==> src/rtl/hln_pkg.sv <==
package hln_pkg;

    // Character codes used by the normalizer.
    localparam logic [7:0] CH_NUL = 8'h00;
    localparam logic [7:0] CH_TAB = 8'h09;
    localparam logic [7:0] CH_LF  = 8'h0A;
    localparam logic [7:0] CH_CR  = 8'h0D;
    localparam logic [7:0] CH_SP  = 8'h20;

    // Default depth of the queue between the front and back parts.
    localparam int HLN_QUEUE_DEPTH = 4;

    // Line state of the front part.
    typedef enum logic [1:0] {
        MODE_COPY     = 2'd0,
        MODE_AFTER_CR = 2'd1,
        MODE_LWS      = 2'd2,
        MODE_BODY     = 2'd3
    } hln_mode_t;

    // One queue entry: the one or two results caused by one input item.
    typedef struct packed {
        logic       two;
        logic [7:0] byte0;
        logic       end0;
        logic [7:0] byte1;
        logic       end1;
    } hln_cmd_t;

    // Queue status seen by the front and back parts.
    typedef struct packed {
        logic full;
        logic empty;
    } hln_q_status_t;

endpackage

==> src/rtl/hln_front.sv <==
module hln_front
    import hln_pkg::*;
(
    input  logic          clk,
    input  logic          rst_n,
    input  logic          in_valid,
    output logic          in_stall,
    input  logic [7:0]    in_byte,
    input  logic          end_of_stream,
    input  hln_q_status_t q_status,
    output logic          push,
    output hln_cmd_t      cmd
);

    hln_mode_t mode_reg, mode_next;
    logic      last_nl_reg, last_nl_next;
    logic      held_reg, held_next;

    logic in_fire;
    logic is_line_end;
    logic is_blank;
    logic resolve_held;
    logic cmd_valid;

    // An item is taken whenever the queue has room for its results.
    assign in_stall = q_status.full;
    assign in_fire  = in_valid && !in_stall;

    assign is_line_end  = (in_byte == CH_CR) || (in_byte == CH_LF);
    assign is_blank     = (in_byte == CH_SP) || (in_byte == CH_TAB);
    assign resolve_held = ((mode_reg == MODE_AFTER_CR) && (in_byte != CH_LF))
                          || (mode_reg == MODE_LWS);

    // State registers.
    always_ff @(posedge clk or negedge rst_n)
    begin
        if (!rst_n)
        begin
            mode_reg    <= MODE_COPY;
            last_nl_reg <= 1'b0;
            held_reg    <= 1'b0;
        end
        else
        begin
            mode_reg    <= mode_next;
            last_nl_reg <= last_nl_next;
            held_reg    <= held_next;
        end
    end

    // Next state.
    always_comb
    begin
        mode_next    = mode_reg;
        last_nl_next = last_nl_reg;
        held_next    = held_reg;
        if (in_fire)
        begin
            if (end_of_stream)
            begin
                if ((mode_reg != MODE_BODY) && held_reg)
                begin
                    held_next    = 1'b0;
                    last_nl_next = 1'b1;
                    mode_next    = MODE_COPY;
                end
            end
            else if (mode_reg == MODE_COPY)
            begin
                if (is_line_end)
                begin
                    if (last_nl_reg)
                    begin
                        mode_next = MODE_BODY;
                        held_next = 1'b0;
                    end
                    else
                    begin
                        held_next    = 1'b1;
                        last_nl_next = 1'b1;
                        mode_next    = (in_byte == CH_CR) ? MODE_AFTER_CR : MODE_LWS;
                    end
                end
                else
                begin
                    last_nl_next = 1'b0;
                end
            end
            else if ((mode_reg == MODE_AFTER_CR) && (in_byte == CH_LF))
            begin
                // The LF of a CR-LF pair is swallowed; the held LF may still fold.
                mode_next = MODE_LWS;
            end
            else if (resolve_held)
            begin
                held_next = 1'b0;
                if (is_blank)
                begin
                    last_nl_next = 1'b0;
                    mode_next    = MODE_COPY;
                end
                else if (is_line_end)
                begin
                    last_nl_next = 1'b1;
                    mode_next    = MODE_BODY;
                end
                else
                begin
                    last_nl_next = 1'b0;
                    mode_next    = MODE_COPY;
                end
            end
        end
    end

    // Results of the item, packed into one queue entry.
    always_comb
    begin
        cmd_valid = 1'b0;
        cmd.two   = 1'b0;
        cmd.byte0 = CH_LF;
        cmd.end0  = 1'b0;
        cmd.byte1 = CH_NUL;
        cmd.end1  = 1'b0;
        if (end_of_stream)
        begin
            cmd_valid = (mode_reg != MODE_BODY) && held_reg;
        end
        else if (mode_reg == MODE_COPY)
        begin
            if (is_line_end)
            begin
                cmd_valid = last_nl_reg;
                cmd.end0  = 1'b1;
            end
            else
            begin
                cmd_valid = 1'b1;
                cmd.byte0 = in_byte;
            end
        end
        else if (resolve_held)
        begin
            cmd_valid = 1'b1;
            if (is_blank)
            begin
                cmd.byte0 = CH_SP;
            end
            else
            begin
                // The held LF goes out first, then the byte as in copy mode.
                cmd.two   = 1'b1;
                cmd.byte1 = is_line_end ? CH_LF : in_byte;
                cmd.end1  = is_line_end;
            end
        end
    end

    assign push = in_fire && cmd_valid;

endmodule

==> src/rtl/hln_queue.sv <==
module hln_queue
    import hln_pkg::*;
#(
    parameter int DEPTH = HLN_QUEUE_DEPTH
)
(
    input  logic          clk,
    input  logic          rst_n,
    input  logic          push,
    input  hln_cmd_t      push_cmd,
    input  logic          pop,
    output hln_cmd_t      head_cmd,
    output hln_q_status_t status
);

    localparam int PTR_W = (DEPTH > 1) ? $clog2(DEPTH) : 1;
    localparam int CNT_W = $clog2(DEPTH + 1);

    hln_cmd_t           entries [DEPTH];
    logic [PTR_W-1:0]   wr_ptr_reg;
    logic [PTR_W-1:0]   rd_ptr_reg;
    logic [CNT_W-1:0]   count_reg;
    logic               do_push;
    logic               do_pop;

    assign status.full  = (count_reg == CNT_W'(DEPTH));
    assign status.empty = (count_reg == '0);
    assign do_push      = push && !status.full;
    assign do_pop       = pop && !status.empty;
    assign head_cmd     = entries[rd_ptr_reg];

    // Entry storage.
    always_ff @(posedge clk)
    begin
        if (do_push)
        begin
            entries[wr_ptr_reg] <= push_cmd;
        end
    end

    // Pointers and fill count.
    always_ff @(posedge clk or negedge rst_n)
    begin
        if (!rst_n)
        begin
            wr_ptr_reg <= '0;
            rd_ptr_reg <= '0;
            count_reg  <= '0;
        end
        else
        begin
            if (do_push)
            begin
                wr_ptr_reg <= (wr_ptr_reg == PTR_W'(DEPTH - 1)) ? '0 : wr_ptr_reg + 1'b1;
            end
            if (do_pop)
            begin
                rd_ptr_reg <= (rd_ptr_reg == PTR_W'(DEPTH - 1)) ? '0 : rd_ptr_reg + 1'b1;
            end
            if (do_push && !do_pop)
            begin
                count_reg <= count_reg + 1'b1;
            end
            else if (do_pop && !do_push)
            begin
                count_reg <= count_reg - 1'b1;
            end
        end
    end

endmodule

==> src/rtl/hln_back.sv <==
module hln_back
    import hln_pkg::*;
(
    input  logic          clk,
    input  logic          rst_n,
    input  hln_q_status_t q_status,
    input  hln_cmd_t      head_cmd,
    output logic          pop,
    output logic          out_valid,
    input  logic          out_stall,
    output logic [7:0]    out_byte,
    output logic          header_end,
    output logic          last_of_run
);

    logic       out_valid_reg;
    logic       second_reg;
    logic [7:0] byte_reg;
    logic       end_reg;
    logic       last_reg;
    logic       load;

    // The output register takes a new result when it is empty or its transfer completes.
    assign load = !q_status.empty && (!out_valid_reg || !out_stall);
    assign pop  = load && (!head_cmd.two || second_reg);

    // Control registers.
    always_ff @(posedge clk or negedge rst_n)
    begin
        if (!rst_n)
        begin
            out_valid_reg <= 1'b0;
            second_reg    <= 1'b0;
        end
        else
        begin
            if (load)
            begin
                out_valid_reg <= 1'b1;
                second_reg    <= head_cmd.two && !second_reg;
            end
            else if (!out_stall)
            begin
                out_valid_reg <= 1'b0;
            end
        end
    end

    // Result payload, first or second half of the head entry.
    always_ff @(posedge clk)
    begin
        if (load)
        begin
            if (second_reg)
            begin
                byte_reg <= head_cmd.byte1;
                end_reg  <= head_cmd.end1;
                last_reg <= 1'b1;
            end
            else
            begin
                byte_reg <= head_cmd.byte0;
                end_reg  <= head_cmd.end0;
                last_reg <= !head_cmd.two;
            end
        end
    end

    assign out_valid   = out_valid_reg;
    assign out_byte    = byte_reg;
    assign header_end  = end_reg;
    assign last_of_run = last_reg;

endmodule

==> src/rtl/header_line_normalizer_unit.sv <==
// Channel   Handshake            Payload
// input     in_valid / in_stall    in_byte[7:0], end_of_stream
// output    out_valid / out_stall  out_byte[7:0], header_end, last_of_run
//
// One input item is taken per cycle while the queue has room.
// Each result occupies the output register until its transfer, so an item with two results
// occupies the back part for two transfers; the queue absorbs such bursts.
// After its item's transfer, a result passes through a queue entry and then the output register.
// Reset clears the line state, the queue and the output register.
// A stalled output holds its result; input stalls only when the queue is full.
module header_line_normalizer_unit
    import hln_pkg::*;
#(
    parameter int QUEUE_DEPTH = HLN_QUEUE_DEPTH
)
(
    input  logic       clk,
    input  logic       rst_n,
    input  logic       in_valid,
    output logic       in_stall,
    input  logic [7:0] in_byte,
    input  logic       end_of_stream,
    output logic       out_valid,
    input  logic       out_stall,
    output logic [7:0] out_byte,
    output logic       header_end,
    output logic       last_of_run
);

    hln_q_status_t q_status;
    hln_cmd_t      push_cmd;
    hln_cmd_t      head_cmd;
    logic          push;
    logic          pop;

    // Front part: takes bytes and works out their results.
    hln_front u_front (
        .clk           (clk),
        .rst_n         (rst_n),
        .in_valid      (in_valid),
        .in_stall      (in_stall),
        .in_byte       (in_byte),
        .end_of_stream (end_of_stream),
        .q_status      (q_status),
        .push          (push),
        .cmd           (push_cmd)
    );

    // Queue between the two parts.
    hln_queue #(
        .DEPTH (QUEUE_DEPTH)
    ) u_queue (
        .clk      (clk),
        .rst_n    (rst_n),
        .push     (push),
        .push_cmd (push_cmd),
        .pop      (pop),
        .head_cmd (head_cmd),
        .status   (q_status)
    );

    // Back part: sends results one per transfer.
    hln_back u_back (
        .clk         (clk),
        .rst_n       (rst_n),
        .q_status    (q_status),
        .head_cmd    (head_cmd),
        .pop         (pop),
        .out_valid   (out_valid),
        .out_stall   (out_stall),
        .out_byte    (out_byte),
        .header_end  (header_end),
        .last_of_run (last_of_run)
    );

endmodule

==> config.mk <==
export PLATFORM = sky130hd
export DESIGN_NAME = header_line_normalizer_unit
export DESIGN_NICKNAME = d
export VERILOG_FILES = /design/src/rtl/hln_pkg.sv /design/src/rtl/hln_front.sv /design/src/rtl/hln_queue.sv /design/src/rtl/hln_back.sv /design/src/rtl/header_line_normalizer_unit.sv
export SDC_FILE = /design/constraint.sdc
export NUM_CORES = 1
export LEC_CHECK = 0
export BUFFER_PORTS_ARGS = -buffer_cell sky130_fd_sc_hd__buf_2
export CORE_AREA = 8 8 95 97
export CTS_CLUSTER_DIAMETER = 120
export DETAILED_ROUTE_END_ITERATION = 8
export DIE_AREA = 0 0 103 105
export HOLD_SLACK_MARGIN = 0.1
export PLACE_DENSITY = 0.83
export SLEW_MARGIN = 20
export SYNTH_ARGS = -nofsm -noshare
export SYNTH_HDL_FRONTEND = slang
export SYNTH_SLANG_ARGS = --single-unit
export TNS_END_PERCENT = 30
==> constraint.sdc <==
create_clock -name clk -period 3.38 [get_ports clk]
set_input_delay 0.169 -clock clk [delete_from_list [all_inputs] [get_ports clk]]
set_output_delay 0.169 -clock clk [all_outputs]
set_load 0.02 [all_outputs]
# Word level (Yosys, flattened, before mapping)
# Memory sizes are Yosys's and may differ from the RTL's.
# Cells that the tools add are included.
dict set report op_classes {
  n_div 0
  eq_ne 15
  magnitude_cmp 0
  shift 0
  mul 0
  add_sub_neg 4
  mux 49
  n_reduce_logical 33
  n_bitwise 0
}
# cell count
set op_table {}
lappend op_table {{9-bit 2-to-1 mux} 4}
lappend op_table {{1-bit 2-to-1 mux} 26}
lappend op_table {{8-bit by 4-bit == test with 1-bit output (second input constant)} 3}
lappend op_table {{2-bit 2-to-1 mux} 12}
lappend op_table {{8-bit 2-to-1 mux} 3}
lappend op_table {{19-bit 2-to-1 mux} 1}
lappend op_table {{1-bit logical AND} 12}
lappend op_table {{8-bit by 6-bit == test with 1-bit output (second input constant)} 1}
lappend op_table {{1-bit logical NOT} 8}
lappend op_table {{8-bit by 4-bit inequality test with 1-bit output (second input constant)} 1}
lappend op_table {{4-bit AND reduction} 2}
lappend op_table {{2-bit == test (second input constant)} 3}
lappend op_table {{3-bit 2-to-1 mux} 2}
lappend op_table {{6-bit 2-to-1 mux} 1}
lappend op_table {{3-bit by 2-bit inequality test with 1-bit output (second input constant)} 2}
lappend op_table {{1-bit logical OR} 5}
lappend op_table {{5-bit AND reduction} 1}
lappend op_table {{2-bit by 1-bit adder with 2-bit output (second input constant)} 2}
lappend op_table {{2-bit by 1-bit inequality test with 1-bit output (second input constant)} 2}
lappend op_table {{4-bit nonzero test} 1}
lappend op_table {{3-bit by 1-bit adder with 3-bit output (second input constant)} 1}
lappend op_table {{3-bit == test (second input constant)} 1}
lappend op_table {{3-bit logical NOT} 1}
lappend op_table {{3-bit nonzero test} 1}
lappend op_table {{5 further kinds} 5}
dict set report totals {
  regBits 23
  mem_bits_ro 0
  latch_bits 0
  input_bits 13
  ram_bits 76
  elab_cells 113
  mem_count 1
}
# name words width rd rd_clocked_by_memory_dff write_ports line
set memory_table {}
lappend memory_table {u_queue.entries 4 19 1 0 1 hln_queue.sv:19} ;# hln_cmd_t entries [DEPTH];

# Logic depth before layout (Yosys ltp)
dict set report depth {
  word_depth 12
  mapped_depth 10
}

# Cells and area by module
# Synthesis repeated with hierarchy kept, for this count alone.
dict set report unflattened {
  cells_unflattened 234
  area_unflattened_um2 4286.6
}
# mod cells_each seq_area_each_um2 instances area_each_um2
set by_module_without_submodules {}
lappend by_module_without_submodules {hln_queue 136 2457.4 1 3190.6}
lappend by_module_without_submodules {hln_front 69 100.1 1 556.8}
lappend by_module_without_submodules {hln_back 29 350.3 1 539.3}

# Worst setup path after synthesis
# OpenSTA, ideal clock, no wires.
dict set report synth_path {
  path_kind {reg-to-reg}
  startpoint {register u_queue.count_reg[2]}
  endpoint {register u_queue.count_reg[2]}
  arrival_ps 2483
  required_time_ps 3301
  setup_time_ps 79
  slack_ps 818
  path_buffers 0
  stages_incl_launch_ff 10
  path_cell_list {dfrtp_1 -> nor3b_1 -> nand4b_1 -> a311oi_2 -> ha_1 -> inv_1 -> fa_1 -> xor2_1 -> nor2_1 -> xor2_1}
}
dict set report synth_via {
  elab_chain_len 8
}
# element line
set synth_lines {}
lappend synth_lines {{from (decl)} hln_queue.sv:22} ;# logic [CNT_W-1:0] count_reg;
lappend synth_lines {{from (signal assigned)} hln_queue.sv:62} ;# count_reg <= count_reg + 1'b1;
lappend synth_lines {{from (signal assigned)} hln_queue.sv:66} ;# count_reg <= count_reg - 1'b1;
lappend synth_lines {{3-bit == test *} hln_queue.sv:26} ;# assign status.full = (count_reg == CNT_W'(DEPTH));
lappend synth_lines {{via in_stall} header_line_normalizer_unit.sv:20} ;# output logic in_stall,
lappend synth_lines {{1-bit logical NOT *} {hln_front.sv:27, hln_queue.sv:28}}
lappend synth_lines {{1-bit logical AND} hln_front.sv:27} ;# assign in_fire = in_valid && !in_stall;
lappend synth_lines {{1-bit logical AND} hln_front.sv:159} ;# assign push = in_fire && cmd_valid;
lappend synth_lines {{1-bit logical AND *} hln_queue.sv:28} ;# assign do_push = push && !status.full;
lappend synth_lines {{via u_queue.do_push} hln_queue.sv:23} ;# logic do_push;
lappend synth_lines {{1-bit logical NOT} hln_queue.sv:64} ;# else if (do_pop && !do_push)
lappend synth_lines {{1-bit logical AND} hln_queue.sv:64}
lappend synth_lines {{2-bit nonzero test (no line)} -}
# Mark *: on every way through the listed nets, which the timed path passes. The rest lies on a longest branch. The select of a mux whose other input is x is not followed.
# A chain may end at the register's enable or synchronous reset.

# Final worst setup path
dict set report layout_path {
  startpoint {register u_queue.count_reg[2]}
  endpoint {register u_queue.count_reg[2]}
}
dict set report layout_via {
  elab_chain_len 8
}
# element line
set layout_lines {}
lappend layout_lines {{3-bit == test *} hln_queue.sv:26}
lappend layout_lines {{1-bit logical NOT *} {hln_front.sv:27, hln_queue.sv:28}}
lappend layout_lines {{1-bit logical AND} hln_front.sv:27}
lappend layout_lines {{1-bit logical AND} hln_front.sv:159}
lappend layout_lines {{1-bit logical AND *} hln_queue.sv:28}
lappend layout_lines {{via u_queue.do_push} hln_queue.sv:23}
lappend layout_lines {{1-bit logical NOT} hln_queue.sv:64}
lappend layout_lines {{1-bit logical AND} hln_queue.sv:64}
lappend layout_lines {{2-bit nonzero test (no line)} -}
# Marks and branches as above.

==> impl_metrics.tcl <==
set metrics [dict create \
    status "completed" \
    wl_per_cell_microns 19.8 \
    ys_warn_count 0 \
    cts-root-buf "clkbuf_8" \
    n_antenna_cell 0 \
    drt_iter0_markers 136 \
    synthFlopType "edfxtp_1" \
    cts_buffers 9 \
    post-route-period-util 0.833 \
    grt_util_met2 0.242 \
    fin_crit_ns 2.82 \
    path_max_fanout 8 \
    routed_wl_mm 7.40 \
    largest_reg_flops 76 \
    synth_top_area_frac 0.621 \
    route.detailed.drc 0 \
    setup_viol 0 \
    cp.required_ns 3.67 \
    gr-usage-met3 0.0292 \
    async_reset_ff_frac 0.131 \
    arrival_ns 3.11 \
    grt.met1_usage 0.178 \
    start_kind "register" \
    drive_gt1_frac 0.324 \
    cts.sinks 99 \
    synth_compound_area_frac 0.0301 \
    syn_area_sq_um 4160 \
    grt_pass1_vias 2343 \
    mostFrequentLayoutCells "86 x edfxtp_1, 24 x buf_2, 19 x mux4_2, 14 x mux2_2" \
    hold_depth 2 \
    insertion_delay_ns 0.36 \
    maxSlewViolCount 0 \
    postCtsSetupRepairBufs 0 \
    fin_nets 287 \
    max-cap-violations 0 \
    synth_top_cell_by_area "edfxtp_1" \
    area_growth_pct 12.3 \
    coreArea_sq_um 7530 \
    vias 2176 \
    boundaryPins 25 \
    r2r_start "u_queue.count_reg[2]$_DFFE_PN0P_" \
    seq_area_frac_synth 0.699 \
    vias_per_cell 5.82 \
    grt_first_pass_wirelength_mm 12.0 \
    rr_endpoint "u_queue.count_reg[2]$_DFFE_PN0P_" \
    ys_types 46 \
    crit_type "reg2reg" \
    grt.total_usage 0.147 \
    tns_ns 0 \
    max_slew_margin 0.590 \
    clk_pin_slew_ns 0.10 \
    worstHoldEndpoint "u_front.mode_reg[1]$_DFFE_PN0P_" \
    leakagePower_nw 1.62 \
    yosys.area_share.xor_xnor 0.00631 \
    place.gp.congestion 0.760 \
    yosys.area_share.simple 0.0845 \
    endpoint_kind "register" \
    antenna_left 0 \
    syn_avg_cell_area_sq_um 18.2 \
    hold_viol_final 0 \
    r2r_setup_slack_ns 0.56 \
    grt_max_degree 22 \
    busiest_layer "met2" \
    min-delay-start "end_of_stream" \
    synth_edf_count 86 \
    syn_inst 229 \
    layout_commonest_cell "edfxtp_1" \
    rows 32 \
    htree_levels 3 \
    synth_top_family_by_area "multiplexers" \
    die-area_sq_um 10800 \
    synth_fa_ha_area_frac 0.0229 \
    grt_antenna_before_repair 0 \
    hpwl_mm 4.72 \
    worst_pin_slew_ns 0.616 \
    fmax_mhz 355 \
    mappedNetlistNets 249 \
    ys_ff_latch 99 \
    grt.overflow.total 0 \
    cts_buffer_depth 2 \
    ir_drop_v 0.000485 \
    io_buffers 24 \
    cts_tree "built" \
    p_per_area_nw_per_um2 770 \
    clock_skew_ns 0.0109 \
    die_x_microns 103 \
    instances_no_fill 374 \
    yosys-top-cells-area "edfxtp_1 62%, mux4_2 10%, dfrtp_1 7.8%" \
    rsz0062_at_grt "no" \
    hold_path_class "in2reg" \
    reg2regPathDepth 9 \
    placedCellCount 356 \
    first_pass_iters 6 \
    initial_core_util 0.553 \
    die_height_microns 105 \
    synthMuxAreaShare 0.143 \
]
-- metal layers --
| metal | vias to the layer above | share of wire |
|---|---|---|
| met4 | 0 | 0.022 |
| met1 | 1102 | 0.41 |
| met3 | 14 | 0.049 |
| li1 | 985 | - |
| met5 | - | 0 |
| met2 | 75 | 0.52 |
-- logic make-up after synthesis --
logic type | count (synthesis)
compound gates | 16
xor+xnor | 3
fa+ha+maj | 7
buf+inv | 12
flops | 99
mux | 34
simple gates | 58
-- synthesized netlist by cell type (2+ instances only) --
cell type	n
nor3_1	3
a31oi_1	2
buf_6	2
a21oi_1	3
or2_2	2
mux4_2	19
dfrtp_1	13
buf_1	2
nor2_1	8
edfxtp_1	86
ha_1	6
clkbuf_1	3
and3_1	4
nor4_1	2
and2_1	13
xor2_1	2
nand3b_1	2
inv_1	5
nand2_1	7
nand2b_1	6
mux2_2	14
-- report_power, final --
part | switching [mW] | internal [mW]
sequential | 0.116 | 1.60
combinational | 0.524 | 0.510
clock | 0.403 | 0.442
-- stage by stage --
stage / utilization / area, sq um / total power [mW] / hold WS [ns] / setup WS [ns]
after floorplan: - / 4160 / 2.50 / -0.127 / 0.818
after global placement: 0.588 / 4430 / 2.75 / 0.0823 / 0.753
after detailed placement: 0.588 / 4430 / 2.80 / 0.0788 / 0.622
after CTS: 0.621 / 4670 / 3.63 / 0.107 / 0.590
after global routing: 0.621 / 4670 / 3.76 / 0.120 / 0.390
final: 0.621 / 4670 / 3.60 / 0.120 / 0.565
-- worst max-delay path by stage --
stage                                startpoint                                to  slack, ns  depth (start not counted)
2_1_floorplan  u_queue.count_reg[2]$_DFFE_PN0P_  u_queue.count_reg[2]$_DFFE_PN0P_       0.82                          9
4_1_cts        u_queue.count_reg[2]$_DFFE_PN0P_  u_queue.count_reg[2]$_DFFE_PN0P_       0.59                          9
3_3_place_gp   u_queue.count_reg[2]$_DFFE_PN0P_  u_queue.count_reg[2]$_DFFE_PN0P_       0.75                          9
6_report       u_queue.count_reg[2]$_DFFE_PN0P_  u_queue.count_reg[2]$_DFFE_PN0P_       0.56                          9
5_1_grt        u_queue.count_reg[2]$_DFFE_PN0P_  u_queue.count_reg[2]$_DFFE_PN0P_       0.39                          9
3_5_place_dp   u_queue.count_reg[2]$_DFFE_PN0P_  u_queue.count_reg[2]$_DFFE_PN0P_       0.62                          9
-- final cells by class --
type | count | area [sq um]
well taps | 102 | 128
inverters | 5 | 18.8
flip-flops and latches | 99 | 2910
clock inverters | 5 | 82.6
clock buffers | 11 | 141
multi-input cells | 118 | 1190
fillers | 556 | 2860
repair buffers | 34 | 200
-- critical path: stages, from the launching register on --
cell and delay (ns):
dfrtp_1 0.42, nor3b_1 0.16, nand4b_1 0.36, a311oi_2 0.59
ha_1 0.29, inv_1 0.07, fa_1 0.43, xor2_1 0.15
nor2_1 0.11, xor2_1 0.16
-- repair_timing --
action	in CTS	in global routing
hold buffers	2	0
hold endpoints to repair	14	0
resized for setup	0	0
No activity file was read; power rests on OpenSTA's default activity.
